### config.mk
export PLATFORM = sky130hd
export DESIGN_NAME = utf8_stream_decoder_unit
export DESIGN_NICKNAME = d
export VERILOG_FILES = /design/src/rtl/utf8sd_pkg.sv /design/src/rtl/utf8sd_front.sv /design/src/rtl/utf8sd_job_queue.sv /design/src/rtl/utf8sd_back.sv /design/src/rtl/utf8_stream_decoder_unit.sv
export VERILOG_INCLUDE_DIRS = /design/src /design/src/rtl
export SDC_FILE = /design/constraint.sdc
export NUM_CORES = 1
export LEC_CHECK = 0
export BUFFER_PORTS_ARGS = -buffer_cell sky130_fd_sc_hd__buf_2
export CAP_MARGIN = 10
export CORE_ASPECT_RATIO = 1.2
export CORE_MARGIN = 2
export CORE_UTILIZATION = 60
export CTS_CLUSTER_SIZE = 14
export DETAILED_ROUTE_END_ITERATION = 10
export PLACE_DENSITY = 0.79
export SYNTH_ARGS = -nofsm -noshare
export SYNTH_HDL_FRONTEND = slang
export SYNTH_HIERARCHICAL = 1
export SYNTH_SLANG_ARGS = --single-unit
### constraint.sdc
create_clock -name clk -period 9.32 [get_ports clk]
set_input_delay 0 -clock clk [delete_from_list [all_inputs] [get_ports clk]]
set_output_delay 0 -clock clk [all_outputs]
set_load 0.01 [all_outputs]
### src/rtl/utf8_stream_decoder_unit_macros.svh
// ----------------------------------------------------------------------------
// utf8_stream_decoder_unit_macros.svh
// Assertion shorthands for the UTF-8 stream decoder; clocked on clk,
// disabled while rst is high.
// ----------------------------------------------------------------------------
`ifndef UTF8_STREAM_DECODER_UNIT_MACROS_SVH
`define UTF8_STREAM_DECODER_UNIT_MACROS_SVH

// Same-cycle implication
`define UTF8SD_ASSERT_NOW(label, ante, cons, msg) \
  label: assert property (@(posedge clk) disable iff (rst) (ante) |-> (cons)) \
    else $error(msg);

// Next-cycle implication
`define UTF8SD_ASSERT_NEXT(label, ante, cons, msg) \
  label: assert property (@(posedge clk) disable iff (rst) (ante) |=> (cons)) \
    else $error(msg);

`endif

### src/rtl/utf8sd_pkg.sv
// ----------------------------------------------------------------------------
// utf8sd_pkg
// Types, constants and the lead-byte classifier of the UTF-8 stream decoder.
// ----------------------------------------------------------------------------
`default_nettype none

package utf8sd_pkg;

  // Input request and result payloads
  typedef struct packed {
    logic       action;
    logic [7:0] data_byte;
  } item_t;

  typedef struct packed {
    logic [20:0] code_unit;
    logic [2:0]  seq_len;
    logic        status;
    logic        last;
  } result_t;

  // Classified sequence passed from front to back
  typedef struct packed {
    logic        err;
    logic        split;
    logic [2:0]  len;
    logic [20:0] scalar;
  } job_t;

  // Action codes
  localparam logic ACT_BYTE    = 1'b0;
  localparam logic ACT_DISCARD = 1'b1;

  // Status codes
  localparam logic ST_VALID   = 1'b0;
  localparam logic ST_ILLEGAL = 1'b1;

  localparam logic [7:0]  LEAD2_MIN    = 8'hC2;
  localparam logic [7:0]  LEAD2_MAX    = 8'hDF;
  localparam logic [7:0]  LEAD3_MIN    = 8'hE0;
  localparam logic [7:0]  LEAD3_MAX    = 8'hEF;
  localparam logic [7:0]  LEAD4_MIN    = 8'hF0;
  localparam logic [7:0]  LEAD4_MAX    = 8'hF4;
  localparam logic [1:0]  CONT_TAG     = 2'b10;
  localparam logic [20:0] SCALAR_MAX   = 21'h10FFFF;
  localparam logic [20:0] SURR_MIN     = 21'h00D800;
  localparam logic [20:0] SURR_MAX     = 21'h00DFFF;
  localparam logic [20:0] BMP_MAX      = 21'h00FFFF;
  localparam logic [20:0] MIN_LEN2     = 21'h000080;
  localparam logic [20:0] MIN_LEN3     = 21'h000800;
  localparam logic [20:0] SUPP_BASE    = 21'h010000;
  localparam logic [20:0] HI_SURR_BASE = 21'h00D800;
  localparam logic [20:0] LO_SURR_BASE = 21'h00DC00;

  // Sequence length announced by a lead byte, 0 for an illegal lead
  function automatic logic [2:0] lead_length(input logic [7:0] b);
    logic [2:0] len;
    len = 3'd0;
    if (b[7] == 1'b0) len = 3'd1;
    else if (b >= LEAD2_MIN && b <= LEAD2_MAX) len = 3'd2;
    else if (b >= LEAD3_MIN && b <= LEAD3_MAX) len = 3'd3;
    else if (b >= LEAD4_MIN && b <= LEAD4_MAX) len = 3'd4;
    return len;
  endfunction

endpackage

`default_nettype wire

### src/rtl/utf8sd_front.sv
// ----------------------------------------------------------------------------
// utf8sd_front
// Collects UTF-8 bytes, checks lead and continuation bytes, assembles and
// range-checks the scalar, and posts one job per finished or failed sequence.
// ----------------------------------------------------------------------------
`default_nettype none

module utf8sd_front import utf8sd_pkg::*; (
  input  wire logic  clk,
  input  wire logic  rst,
  input  wire logic  accept,
  input  wire item_t item,
  input  wire logic  utf16_mode,
  output logic       job_wr,
  output job_t       job
);

  logic [23:0] seq_buf;
  logic [2:0]  have;
  logic [2:0]  need;
  logic [23:0] seq_buf_next;
  logic [2:0]  have_next;
  logic [2:0]  need_next;

  logic        lead_path;
  logic [2:0]  lead_len;
  logic [2:0]  len;
  logic        complete;
  logic        seq_err;
  logic        bad;
  logic [7:0]  b;
  logic [7:0]  b0, b1, b2, b3;
  logic [20:0] v;

  assign b         = item.data_byte;
  assign lead_path = (have == 3'd0) || (have >= need) || (need > 3'd4);
  assign lead_len  = lead_length(b);

  // Gather the bytes of the sequence with the new byte in its slot
  always_comb begin
    b0 = seq_buf[7:0];
    b1 = seq_buf[15:8];
    b2 = seq_buf[23:16];
    b3 = b;
    if (lead_path) begin
      b0       = b;
      len      = lead_len;
      complete = (lead_len == 3'd1);
      seq_err  = (lead_len == 3'd0);
    end else begin
      if (have == 3'd1) b1 = b;
      if (have == 3'd2) b2 = b;
      len      = need;
      complete = ((have + 3'd1) == need);
      seq_err  = (b[7:6] != CONT_TAG);
    end
  end

  // Assemble the scalar
  always_comb begin
    case (len)
      3'd1:    v = {13'd0, b0};
      3'd2:    v = {10'd0, b0[4:0], b1[5:0]};
      3'd3:    v = {5'd0, b0[3:0], b1[5:0], b2[5:0]};
      default: v = {b0[2:0], b1[5:0], b2[5:0], b3[5:0]};
    endcase
  end

  // Reject overlong forms, surrogates and out-of-range values
  assign bad = ((len == 3'd2) && (v < MIN_LEN2)) ||
               ((len == 3'd3) && (v < MIN_LEN3)) ||
               ((len == 3'd4) && (v < SUPP_BASE)) ||
               ((v >= SURR_MIN) && (v <= SURR_MAX)) ||
               (v > SCALAR_MAX);

  // Post a job on error or completion
  always_comb begin
    job_wr     = accept && (item.action == ACT_BYTE) && (seq_err || complete);
    job.err    = seq_err || bad;
    job.split  = utf16_mode && (v > BMP_MAX);
    job.len    = len;
    job.scalar = v;
  end

  // Advance the sequence state
  always_comb begin
    seq_buf_next = seq_buf;
    have_next    = have;
    need_next    = need;
    if (accept) begin
      if (item.action == ACT_DISCARD || seq_err || complete) begin
        seq_buf_next = '0;
        have_next    = 3'd0;
        need_next    = 3'd0;
      end else if (lead_path) begin
        seq_buf_next = {16'd0, b};
        have_next    = 3'd1;
        need_next    = lead_len;
      end else begin
        case (have[1:0])
          2'd1:    seq_buf_next[15:8]  = b;
          2'd2:    seq_buf_next[23:16] = b;
          default: seq_buf_next[7:0]   = b;
        endcase
        have_next = have + 3'd1;
      end
    end
  end

  always_ff @(posedge clk) begin
    if (rst) begin
      have <= 3'd0;
      need <= 3'd0;
    end else begin
      have <= have_next;
      need <= need_next;
    end
    seq_buf <= rst ? 24'd0 : seq_buf_next;
  end

endmodule

`default_nettype wire

### src/rtl/utf8sd_job_queue.sv
// ----------------------------------------------------------------------------
// utf8sd_job_queue
// Small first-in first-out queue of classified jobs between front and back.
// ----------------------------------------------------------------------------
`default_nettype none

module utf8sd_job_queue import utf8sd_pkg::*; #(
  parameter int DEPTH = 2
) (
  input  wire logic clk,
  input  wire logic rst,
  input  wire logic wr,
  input  wire job_t wr_job,
  input  wire logic rd,
  output job_t      head,
  output logic      not_empty,
  output logic      full
);

  localparam int PW = (DEPTH > 1) ? $clog2(DEPTH) : 1;
  localparam int CW = $clog2(DEPTH + 1);

  job_t          slots [DEPTH];
  logic [PW-1:0] wr_ptr;
  logic [PW-1:0] rd_ptr;
  logic [CW-1:0] count;
  logic          do_wr;
  logic          do_rd;

  assign full      = (count == CW'(DEPTH));
  assign not_empty = (count != '0);
  assign head      = slots[rd_ptr];
  assign do_wr     = wr && !full;
  assign do_rd     = rd && not_empty;

  function automatic logic [PW-1:0] bump(input logic [PW-1:0] p);
    return (p == PW'(DEPTH - 1)) ? '0 : p + 1'b1;
  endfunction

  // Move pointers and occupancy
  always_ff @(posedge clk) begin
    if (rst) begin
      wr_ptr <= '0;
      rd_ptr <= '0;
      count  <= '0;
    end else begin
      if (do_wr) wr_ptr <= bump(wr_ptr);
      if (do_rd) rd_ptr <= bump(rd_ptr);
      if (do_wr && !do_rd) count <= count + 1'b1;
      else if (do_rd && !do_wr) count <= count - 1'b1;
    end
  end

  // Store the incoming job
  always_ff @(posedge clk) begin
    if (do_wr) slots[wr_ptr] <= wr_job;
  end

endmodule

`default_nettype wire

### src/rtl/utf8sd_back.sv
// ----------------------------------------------------------------------------
// utf8sd_back
// Turns jobs into result requests: error, whole scalar, or a high and a low
// surrogate on two successive requests. Holds the result in an output register.
// ----------------------------------------------------------------------------
`default_nettype none

module utf8sd_back import utf8sd_pkg::*; (
  input  wire logic clk,
  input  wire logic rst,
  input  wire job_t job,
  input  wire logic job_valid,
  output logic      job_rd,
  output result_t   result,
  output logic      empty,
  input  wire logic pop
);

  logic        out_valid;
  logic        out_valid_next;
  result_t     out_res;
  result_t     out_res_next;
  logic        low_pend;
  logic        low_pend_next;
  logic [9:0]  low10;
  logic [9:0]  low10_next;
  logic        load;
  logic [19:0] supp;

  assign empty  = !out_valid;
  assign result = out_res;
  assign load   = !out_valid || pop;
  assign supp   = 20'(job.scalar - SUPP_BASE);

  // Pick the next result: pending low unit first, then a new job
  always_comb begin
    out_valid_next = out_valid;
    out_res_next   = out_res;
    low_pend_next  = low_pend;
    low10_next     = low10;
    job_rd         = 1'b0;
    if (load) begin
      out_valid_next = 1'b0;
      if (low_pend) begin
        out_valid_next         = 1'b1;
        out_res_next.code_unit = LO_SURR_BASE + {11'd0, low10};
        out_res_next.seq_len   = 3'd0;
        out_res_next.status    = ST_VALID;
        out_res_next.last      = 1'b1;
        low_pend_next          = 1'b0;
      end else if (job_valid) begin
        job_rd         = 1'b1;
        out_valid_next = 1'b1;
        if (job.err) begin
          out_res_next.code_unit = '0;
          out_res_next.seq_len   = 3'd0;
          out_res_next.status    = ST_ILLEGAL;
          out_res_next.last      = 1'b1;
        end else if (job.split) begin
          out_res_next.code_unit = HI_SURR_BASE + {11'd0, supp[19:10]};
          out_res_next.seq_len   = job.len;
          out_res_next.status    = ST_VALID;
          out_res_next.last      = 1'b0;
          low_pend_next          = 1'b1;
          low10_next             = supp[9:0];
        end else begin
          out_res_next.code_unit = job.scalar;
          out_res_next.seq_len   = job.len;
          out_res_next.status    = ST_VALID;
          out_res_next.last      = 1'b1;
        end
      end
    end
  end

  always_ff @(posedge clk) begin
    if (rst) begin
      out_valid <= 1'b0;
      low_pend  <= 1'b0;
    end else begin
      out_valid <= out_valid_next;
      low_pend  <= low_pend_next;
    end
    out_res <= out_res_next;
    low10   <= low10_next;
  end

endmodule

`default_nettype wire

### src/rtl/utf8_stream_decoder_unit.sv
// Timing: a byte that ends a sequence (or fails) is classified combinationally,
//   written into the job queue, then loaded into the output register once it is free;
//   a low surrogate appears on the edge that pops its high unit.
// Throughput: one byte per cycle while the job queue is not full;
//   the back emits one result per cycle while results are popped, a pair as two results.
// Reset: clears the partial sequence, job queue, output valid flag and utf16_mode.
// ----------------------------------------------------------------------------
// utf8_stream_decoder_unit
// UTF-8 byte stream to Unicode scalar / UTF-16 unit decoder, queue interfaces.
// ----------------------------------------------------------------------------
`default_nettype none

`include "utf8_stream_decoder_unit_macros.svh"

module utf8_stream_decoder_unit import utf8sd_pkg::*; #(
  parameter int JOB_DEPTH = 2
) (
  input  wire logic  clk,
  input  wire logic  rst,
  input  wire logic  push,
  output logic       full,
  input  wire item_t item,
  output logic       empty,
  input  wire logic  pop,
  output result_t    result,
  input  wire logic  cfg_we,
  input  wire logic  cfg_data
);

  logic utf16_mode;
  logic accept;
  logic job_wr;
  job_t job_in;
  job_t job_head;
  logic job_valid;
  logic job_rd;

  assign accept = push && !full;

  // Hold the mode register
  always_ff @(posedge clk) begin
    if (rst) begin
      utf16_mode <= 1'b0;
    end else if (cfg_we) begin
      utf16_mode <= cfg_data;
    end
  end

  utf8sd_front u_front (
    .clk        (clk),
    .rst        (rst),
    .accept     (accept),
    .item       (item),
    .utf16_mode (utf16_mode),
    .job_wr     (job_wr),
    .job        (job_in)
  );

  utf8sd_job_queue #(
    .DEPTH (JOB_DEPTH)
  ) u_queue (
    .clk       (clk),
    .rst       (rst),
    .wr        (job_wr),
    .wr_job    (job_in),
    .rd        (job_rd),
    .head      (job_head),
    .not_empty (job_valid),
    .full      (full)
  );

  utf8sd_back u_back (
    .clk       (clk),
    .rst       (rst),
    .job       (job_head),
    .job_valid (job_valid),
    .job_rd    (job_rd),
    .result    (result),
    .empty     (empty),
    .pop       (pop)
  );

  // Checks
  `UTF8SD_ASSERT_NOW(a_err_shape, !empty && (result.status == ST_ILLEGAL),
    (result.code_unit == 21'd0) && (result.seq_len == 3'd0) && result.last,
    "illegal result not zeroed")
  `UTF8SD_ASSERT_NOW(a_high_unit, !empty && !result.last,
    (result.code_unit >= HI_SURR_BASE) && (result.code_unit < LO_SURR_BASE) &&
    (result.seq_len == 3'd4), "non-last result is not a high surrogate")
  `UTF8SD_ASSERT_NEXT(a_low_follows, !empty && !result.last && pop,
    !empty && result.last && (result.code_unit >= LO_SURR_BASE) &&
    (result.code_unit <= SURR_MAX), "low surrogate did not follow")
  `UTF8SD_ASSERT_NOW(a_discard_quiet, accept && (item.action == ACT_DISCARD), !job_wr,
    "discard posted a job")

endmodule

`default_nettype wire
== After elaboration in Yosys (flattened, before gate mapping) ==
Memories as Yosys holds them, arrays and structs flattened. A register that Yosys moved wholly into a read port is not among the register bits.
Cells that the tools add are included.
Storage, ports and cells
  output and inout port bits: 28
  register bits after elaboration: 69
  bits in writable memories: 52
  memories: 1
  word-level logic and storage cells: 140
  input bits: 15
Operators by class
  order comparisons: 15
  muxes and demuxes: 41
  reductions and logical operators: 43
  bitwise logic cells: 3
  eq/ne operators: 13
  $add $sub $neg: 8
Memories
  u_queue.slots: depth 2, bits a word 26, rd ports 1, clocked after memory_dff 1, wr ports 1, RTL line utf8sd_job_queue.sv:23  | job_t slots [DEPTH];
Operator list (count)
  $mux W26: 4
  $pmux W21 S3: 1
  $mux W22: 2
  $add A16 B10 Y17 const A: 2
  $mux W6: 5
  $ge A8 B8 Y1 const B: 3
  $le A8 B8 Y1 const B: 3
  $mux W3: 8
  $mux W8: 3
  $ge A21 B16 Y1 const B: 1
  $gt A21 B16 Y1 const B: 1
  $gt A21 B21 Y1 const B: 1
  $le A21 B16 Y1 const B: 1
  $lt A21 B12 Y1 const B: 1
  $lt A21 B17 Y1 const B: 1
  $lt A21 B8 Y1 const B: 1
  $sub A20 B17 Y20 const B: 1
  $mux W1: 16
  $logic_and A1 B1 Y1: 15
  $logic_or A1 B1 Y1: 11
  $eq A3 B1 Y1 const B: 3
  $eq A3 B2 Y1 const B: 3
  $reduce_and A2 Y1: 4
  $logic_not A3 Y1: 2
  19 further kinds: 30

== Depth between registers and ports, before layout ==
Gate-level depths: netlist (run 1).
  depth in word-level cells: 16
  gate-level depth with buffers: 15
  mapped depth without buffers: 15

== Modules after synthesis ==
Netlist (run 1), hierarchy kept.
By module, submodules not included
  utf8sd_front: times used 1, area each 2198.4 um^2, cells an instance 295, seq. area each 520.5 um^2
  utf8sd_job_queue: times used 1, area each 2092.0 um^2, cells an instance 106, seq. area each 1661.6 um^2
  utf8sd_back: times used 1, area each 1626.6 um^2, cells an instance 117, seq. area each 1121.1 um^2
  utf8_stream_decoder_unit: times used 1, area each 40.0 um^2, cells an instance 4, seq. area each 20.0 um^2

== Worst setup path after synthesis (run 1) ==
OpenSTA, ideal clock, no wires.
  path kind: register to register
  start: reg u_front.have[0]
  end: mem u_queue/slots[0][0] (netlist bit), enable pin
  setup slack: 5868 ps
  library setup time: 381 ps
  cell stages (with the launch flop): 13
  path buffers: 1
  clock period less this slack: 3452 ps
  arrival: 3071 ps
  path through: dfxtp_1 -> inv_1 -> ha_1 -> nor3b_2 -> o211ai_1 -> nor2_1 -> buf_2 -> mux2i_1 -> nor2_1 -> nor3b_1 -> inv_1 -> or3_1 -> inv_1
Between the ends
  word-level cells in the longest chain between the ends: 9
  elaborated cells between the ends (all ways): 13
  classes of those cells: add/sub (1); order compare (1); eq/ne (1); mux (4); reduce/logical (6)
Ends and longest elaborated chain
  start: declaration: RTL line utf8sd_front.sv:19  | logic [2:0] have;
  start signal: assignment: RTL line utf8sd_front.sv:115  | have <= have_next;
  parallel branches: the longest is 4 deep, another holds $add A3 B1 Y3
  $logic_or A1 B1 Y1 *: RTL line utf8sd_front.sv:78  | job_wr = accept && (item.action == ACT_BYTE) && (seq_err || complete);
  $logic_and A1 B1 Y1 *: RTL line utf8sd_front.sv:78
  via job_wr: RTL line utf8_stream_decoder_unit.sv:32  | logic job_wr;
  $logic_and A1 B1 Y1 *: RTL line utf8sd_job_queue.sv:33  | assign do_wr = wr && !full;
  $mux W1 *: RTL line utf8sd_job_queue.sv:56  | if (do_wr) slots[wr_ptr] <= wr_job;
  $mux W1 (not written as such) *: RTL line utf8sd_job_queue.sv:56
  end: declaration: RTL line utf8sd_job_queue.sv:23
Mark *: on every way through the listed nets, which the timed path passes.

== Worst setup path after layout (run 1) ==
  start: reg u_front.need[0]
  end: mem u_queue/slots[0][20] (netlist bit), enable pin
Between the ends
  word-level cells in the longest chain between the ends: 9
  elaborated cells between the ends (all ways): 12
  classes of those cells: order compare (2); eq/ne (1); mux (4); reduce/logical (5)
Ends and longest elaborated chain
  start: declaration: RTL line utf8sd_front.sv:20  | logic [2:0] need;
  start signal: assignment: RTL line utf8sd_front.sv:116  | need <= need_next;
  $ge A3 B3 Y1: RTL line utf8sd_front.sv:36  | assign lead_path = (have == 3'd0) || (have >= need) || (need > 3'd4);
  $logic_or A1 B1 Y1 (2 in series): RTL line utf8sd_front.sv:36
  $mux W1: RTL line utf8sd_front.sv:45  | if (lead_path) begin
  $logic_or A1 B1 Y1 *: RTL line utf8sd_front.sv:78
  $logic_and A1 B1 Y1 *: RTL line utf8sd_front.sv:78
  via job_wr: RTL line utf8_stream_decoder_unit.sv:32
  $logic_and A1 B1 Y1 *: RTL line utf8sd_job_queue.sv:33
  $mux W1 *: RTL line utf8sd_job_queue.sv:56
  $mux W1 (not written as such) *: RTL line utf8sd_job_queue.sv:56
The timed path passes the listed nets; every way through them passes the cells marked *.

==> results of run 1 <==
-- sequential cells by signal (all words and copies together) (netlist names), named ones only --
register          cells
u_queue/slots        52
u_back/result        26
u_front/seq_buf      20
u_back/low10         10
u_front/have          3
u_front/need          3
u_queue/count         2
u_back/low_pend       1
u_back/out_valid      1
u_queue/rd_ptr        1
u_queue/wr_ptr        1
utf16_mode            1
-- final timing paths --
path | start | end | slack [ns] | cells past startpoint
max reg2reg | u_front/need[0] | u_queue/slots[0][20] | 5.03 | 11
max | u_front/need[0] | u_queue/slots[0][20] | 5.03 | 11
min | item[8] | u_queue/wr_ptr | 0.08 | 5
min reg2reg | u_front/seq_buf[5] | u_front/seq_buf[5] | 0.48 | 2
-- layout by cell type (no fill, tap or decap), drive strengths merged, types with 4 or more instances in the layout --
cell type,netlist,final
a31oi,4,4
nand2b,5,5
clkbuf,13,17
a21oi,30,30
dlygate4sd3,0,10
o211ai,8,8
buf,17,46
clkinv,0,9
nor2,51,51
o21ai,29,29
ha,9,9
xnor2,4,4
o22ai,6,6
mux2i,30,30
or3,6,6
o21bai,4,4
dfxtp,34,34
xor2,4,4
a22oi,12,12
clkinvlp,0,4
nand2,46,46
and2,12,12
edfxtp,88,88
mux2,28,28
inv,18,18
nor2b,6,6
nand3,15,15
or2,4,4
nor3,9,9
-- per-stage QoR --
step / util [%] / cells / power, mW / hold slack (ns)
after floorplan: - / 522 / 1.058 / 0.06907
after global placement: 64.25 / 660 / 1.157 / 0.2364
after detailed placement: 64.25 / 660 / 1.178 / 0.2625
after CTS: 71.10 / 702 / 1.791 / 0.05901
after global routing: 71.26 / 703 / 1.875 / 0.1221
final: 71.26 / 703 / 1.788 / 0.08010
-- where the power goes --
part | leakage [nW] | total (mW) | internal [mW] | switching [mW]
Combinational | 1.22 | 0.436 | 0.167 | 0.268
Sequential | 1.10 | 0.747 | 0.716 | 0.0310
Clock | 0.264 | 0.605 | 0.386 | 0.219
Total | 2.58 | 1.79 | 1.27 | 0.518
-- worst register-to-register path, stage by stage (launching register included) --
cell	delay [ns]
dfxtp_1	0.58
ha_1	0.34
nor3b_2	0.19
o211ai_1	0.19
nor2_1	0.79
a31oi_1	0.08
a31oi_1	0.29
nor2_1	0.08
nor3b_1	0.17
inv_1	0.08
or3_1	0.36
inv_1	0.73
-- layer usage --
layer / vias to the layer above / global-route usage [%]
li1: 1996 / -
met1: 2056 / 29.40
met2: 167 / 44.96
met3: 47 / 6.059
met4: 0 / 15.36
met5: - / 0
-- kinds of logic (layout without fill, tap and decap cells) --
logic type | Yosys count | in the layout | share of synthesized area [%]
XOR/XNOR | 8 | 8 | 1.176
flip-flops | 122 | 122 | 55.79
multiplexers | 58 | 58 | 10.33
AND/OR/NAND/NOR | 166 | 166 | 13.80
buffers and inverters | 48 | 106 | 3.991
AO/OA/AOI/OAI | 111 | 111 | 13.02
adder cells (fa/ha/maj) | 9 | 9 | 1.890
-- cell type report --
| cell class | instances | area, sq um |
|---|---|---|
| clock inverter | 15 | 133.9 |
| tap | 123 | 153.9 |
| fill | 675 | 2763 |
| multi-input combinational | 352 | 2399 |
| sequential | 122 | 3323 |
| inverter | 18 | 67.56 |
| timing repair buffer | 56 | 347.8 |
| clock buffer | 17 | 425.4 |
==> summary.md, run 1 <==
| Metric | Value |
|---|---|
| Final WL | `~13,000 um` |
| Pin count of the biggest net entering global routing | `35` |
| Synth area leader | `edfxtp_1` |
| Synth Net Count | `546` |
| GRT Total Usage | `26.20%` |
| Initial antenna violation count | `0` |
| Reg clk slew, reported paths | `0.05 ns` |
| Highest clock rate | `between 200 and 250 MHz` |
| Clk_lat worst skew | `~0.4 ns` |
| CTS tree | `yes` |
| Clock period minus worst slack | `~4.3 ns` |
| DR vias | `roughly 4,300` |
| Share of layout cells above drive strength 1 | `between 20% and 30%` |
| CTS H-tree lvls | `4` |
| RSZ-0062 raised after global routing | `false` |
| Area Growth Syn to Fin | `15.00%` |
| Max Used Layer | `met4` |
| Die height | `113.2 um` |
| Pins over their slew limit | `0` |
| Seq/Total Area, Yosys | `55.79%` |
| WP data required | `9.35 ns` |
| Slowest CP cell | `nor2_1` |
| Finished Cell Area | `between 0.006 and 0.007 sq mm` |
| Top post-synthesis cells by count | `edfxtp_1, nor2_1, nand2_1` |
| Crit path launch type | `flop` |
| DR iter-0 viols | `about 220` |
| CP Cell Sequence | `ha_1 -> nor3b_2 -> o211ai_1 -> nor2_1 -> a31oi_1 -> a31oi_1 -> nor2_1 -> nor3b_1 -> inv_1 -> or3_1 -> inv_1` |
| Gate Count Post-Synth | `approximately 520` |
| DRC errors left | `0` |
| Drt pass-1 iters | `5` |
| Final Hold Viols | `0` |
| Max Cap Violations | `0` |
| Metal2 WL | `a little under 7000 um` |
| Normalized max-slew margin | `approximately a quarter` |
| Cell variety after synth | `65` |
| Initial Util | `around three fifths` |
| Die span in x | `roughly 95 um` |
| Setup TNS | `0 ns` |
| CP top delay family | `simple AND/OR/NAND/NOR gates` |
| Count leader, synth | `edfxtp_1` |
| Routed wl met3 | `649 um` |
| Period utilization | `between 40% and 50%` |
| Final Skew | `approximately 0.008 ns` |
| WL/cell | `approximately 18 um` |
| Routed Antenna Nets | `0` |
| M1 WL | `4892 um` |
| Clock sink count | `~120` |
| Total grt overflow | `0` |
| Placer Congestion | `~0.92` |
| Hold-fix buffer count after cts | `10` |
| Ports | `between 40 and 50` |
| Power per Cell Area | `260.9 mW/mm^2` |
| CTS root buf | `clkbuf_16` |
| Min-delay worst type | `in -> reg` |
| Post-synth design cell area | `slightly below 0.006 sq mm` |
| Die footprint | `around 0.011 sq mm` |
| Global-route wire length before repair | `roughly 21,000 um` |
| CP Capture Type | `flop` |
| Final HPWL DP | `between 8000 and 9000 um` |
| Critical path buffers and inverters | `2` |
| Setup WS pre-CTS | `approximately 5 ns` |
| DR vias/cell | `roughly 6.1` |
| Worst-margin pin slew | `between 1 and 1.5 ns` |
| Top-area cell type share of the netlist area | `~44%` |
| Arrival @ worst endpoint | `about 4.3 ns` |
| # diodes | `0` |
| Nets@finish | `approximately 590` |
| Row count | `39` |
| Post-synth EDFFs | `a little under 90` |
| Mean post-synth cell area | `between 10 and 15 sq um` |
| Ys async rst share | `0%` |
| CTS Buf Count | `17` |
| Vias in the first global route | `about 4,200` |
| Setup violations, final | `0` |
| Crit Path Max Fanout | `26` |
| Main area contributors after synthesis | `edfxtp_1, dfxtp_1, mux2_2, mux2i_1, nor2_1` |
| FF+latch count, synth | `approximately 120` |
| Critical Path Max Stage Delay | `about 0.8 ns` |
| Clock buffer depth | `2` |
| Dpl cell area | `0.006176 sq mm` |
| IO buf count | `between 40 and 50` |
| Warnings from Yosys | `6` |
| Leak | `between 2 and 3 nW` |
| VDD IR max | `between 0.1 and 0.15 mV` |
| Cts repair resizes | `0` |
| Post-CTS setup buffer count | `0` |
| Kind of critical path | `reg -> reg` |
| Status | `finished clean` |
| Final Worst Setup Slack | `around 5.0 ns` |
| Synth Flop Type | `edfxtp_1` |
| Total core area | `0.009613 sq mm` |
No activity file was read; power rests on OpenSTA's default activity.
==> run 2, diff against run 1 <==
Settings changed: CORE_UTILIZATION 60 to 54, PLACE_DENSITY 0.79 to 0.75.
Clock period 9.32 ns to 3.7 ns, I/O delays scaled along.
==> summary.md, run 2 (same netlist as run 1, synthesis figures left out) <==
| Metric | Value |
|---|---|
| Status | `finished clean` |
| CTS H-tree lvls | `4` |
| Die span in x | `between 90 and 100 um` |
| Leak | `between 2 and 3 nW` |
| Critical Path Max Stage Delay | `around 0.46 ns` |
| WL/cell | `between 15 and 20 um` |
| Crit Path Max Fanout | `12` |
| Arrival @ worst endpoint | `3.64 ns` |
| DR vias/cell | `around 5.8` |
| Row count | `42` |
| R2r endpoint | `u_queue/slots[0][25]` |
| Die height | `about 120 um` |
| Hold EP | `u_queue/wr_ptr` |
| Final WL | `12,980 um` |
| Placer Congestion | `~0.96` |
| DR iter-0 viols | `approximately 250` |
| Crit path launch type | `flop` |
| Area Growth Syn to Fin | `16.09%` |
| Period utilization | `roughly nine tenths` |
| Initial Util | `54.76%` |
| CP Capture Type | `flop` |
| Nets@finish | `between 600 and 700` |
| Final Skew | `0.009550 ns` |
| Global routing met3 resource utilization | `under 10%` |
| Fin Hold WS | `slightly below 0.07 ns` |
| Multi-input logic area | `0.002399 sq mm` |
| Drt pass-1 iters | `5` |
| Min-delay worst type | `in -> reg` |
| Share of layout cells above drive strength 1 | `about a quarter` |
| Setup TNS | `0 ns` |
| CTS tree | `yes` |
| Max Cap Violations | `0` |
| DR vias | `between 4,000 and 5,000` |
| RSZ-0062 raised after global routing | `false` |
| Final core occ | `between 60% and 70%` |
| Max reg flops | `52` |
| Global-route wire length before repair | `~21,000 um` |
| Ports | `43` |
| GR Util met2 | `40.79%` |
| CTS Buf Count | `17` |
| Busiest layer in global routing | `met2` |
| Total core area | `about 0.011 sq mm` |
| CTS root buf | `clkbuf_16` |
| Highest clock rate | `295.7 MHz` |
| GRT Total Usage | `a little under a quarter` |
| Routed Antenna Nets | `0` |
| Dpl cell area | `~0.0063 sq mm` |
| Flop2flop setup slack | `around 0.32 ns` |
| Normalized max-slew margin | `~56%` |
| Finished Cell Area | `~0.0069 sq mm` |
| Final Hold Viols | `0` |
| Clk_lat worst skew | `0.41 ns` |
| Slowest CP cell | `o41ai_1` |
| Hold-fix buffer count after cts | `10` |
| Clock period minus worst slack | `roughly 3.4 ns` |
| Power per Cell Area | `roughly 640 mW/mm^2` |
| Final HPWL DP | `~9200 um` |
| Pin count of the biggest net entering global routing | `35` |
| Kind of critical path | `reg -> reg` |
| Initial antenna violation count | `0` |
| Vias in the first global route | `roughly 4,100` |
| Setup violations, final | `0` |
| Most frequent cells in the layout | `edfxtp_1, nor2_1, nand2_1` |
| Worst-margin pin slew | `approximately 0.65 ns` |
| Hold depth | `5` |
| DRC errors left | `0` |
| CP Cell Sequence | `inv_1 -> ha_1 -> nor3b_2 -> o211a_1 -> a21o_1 -> nand2_1 -> inv_2 -> buf_4 -> a2bb2oi_1 -> o22a_1 -> o41ai_1 -> a311o_1` |
| Clock sink count | `approximately 120` |
| Clock buffer depth | `2` |
| IO buf count | `42` |
| Cts repair resizes | `0` |
| # diodes | `0` |
| Commonest non-fill, non-tap cell in the layout | `edfxtp_1` |
| VDD IR max | `roughly 0.34 mV` |
| Total grt overflow | `0` |
| Worst Hold Launch | `item[8]` |
| Die footprint | `0.01189 sq mm` |
| Largest regs | `u_queue/slots: 52 flops, u_back/result: 26 flops, u_front/seq_buf: 20 flops` |
| R2R Path Start | `u_front/have[0]` |
| Reg clk slew, reported paths | `about 0.05 ns` |
| Pins over their slew limit | `0` |
| WP data required | `3.96 ns` |
| Worst Reg-to-Reg Cells | `12` |
| Met1 Track Usage GR | `26.56%` |
| Largest Register | `u_queue/slots` |
| Fillers | `around 850` |
| Reg area | `0.003323 sq mm` |
| Post-CTS setup buffer count | `0` |
==> run 2: changes by cell type in the layout (fill, tap and decap cells not counted), sizes merged <==
cell	change
bufinv	-1
clkinvlp	-2
clkbuf	+6
buf	+11
clkinv	-3
==> run 2: layer usage <==
metal / vias up / routed length, um
met5: - / 0
met4: 0 / 295
li1: 2022 / -
met2: 142 / 6846
met3: 25 / 618
met1: 2026 / 5215
==> run 2: layout make-up <==
| class | count | share of cell area, % |
|---|---|---|
| tap | 132 | 2.388 |
| multi-input combinational | 352 | 34.68 |
| sequential | 122 | 48.06 |
| clock buffer | 23 | 6.477 |
| inverter | 18 | 0.9770 |
| timing repair buffer | 67 | 6.296 |
| clock inverter | 9 | 1.122 |
==> run 2: worst max-delay path, delay by kind of cell (launching register included) <==
| family | cells | cell delay, ns |
|---|---|---|
| AO/OA/AOI/OAI | 6 | 1.64 |
| adder cells (fa/ha/maj) | 1 | 0.33 |
| buffers and inverters | 3 | 0.52 |
| flip-flops | 1 | 0.37 |
| AND/OR/NAND/NOR | 2 | 0.36 |
==> run 2: metrics by stage <==
step,setup slack [ns],power (mW),cells
floorplan,0.2485,2.665,522
global placement,0.5353,2.949,681
detailed placement,0.3789,2.980,681
CTS,0.3403,4.452,723
global route,0.06792,4.635,723
finish,0.3181,4.425,723
==> run 2: where the power goes <==
| part | internal, mW | switching, mW | leakage (nW) | total, mW |
|---|---|---|---|---|
| registers | 1.80 | 0.0767 | 1.09 | 1.88 |
| logic | 0.428 | 0.658 | 1.27 | 1.09 |
| clock network | 0.914 | 0.546 | 0.252 | 1.46 |
==> run 2: how the worst max path moves through the flow <==
stage	to	from	cells after the start
after floorplan	u_queue/slots[0][0]	u_front/have[0]	12
after CTS	u_queue/slots[0][25]	u_front/have[0]	12
after detailed placement	u_queue/slots[1][25]	u_front/have[0]	12
final	u_queue/slots[0][25]	u_front/have[0]	12
after global routing	u_queue/slots[0][25]	u_front/have[0]	12
after global placement	u_queue/slots[0][25]	u_front/have[0]	12
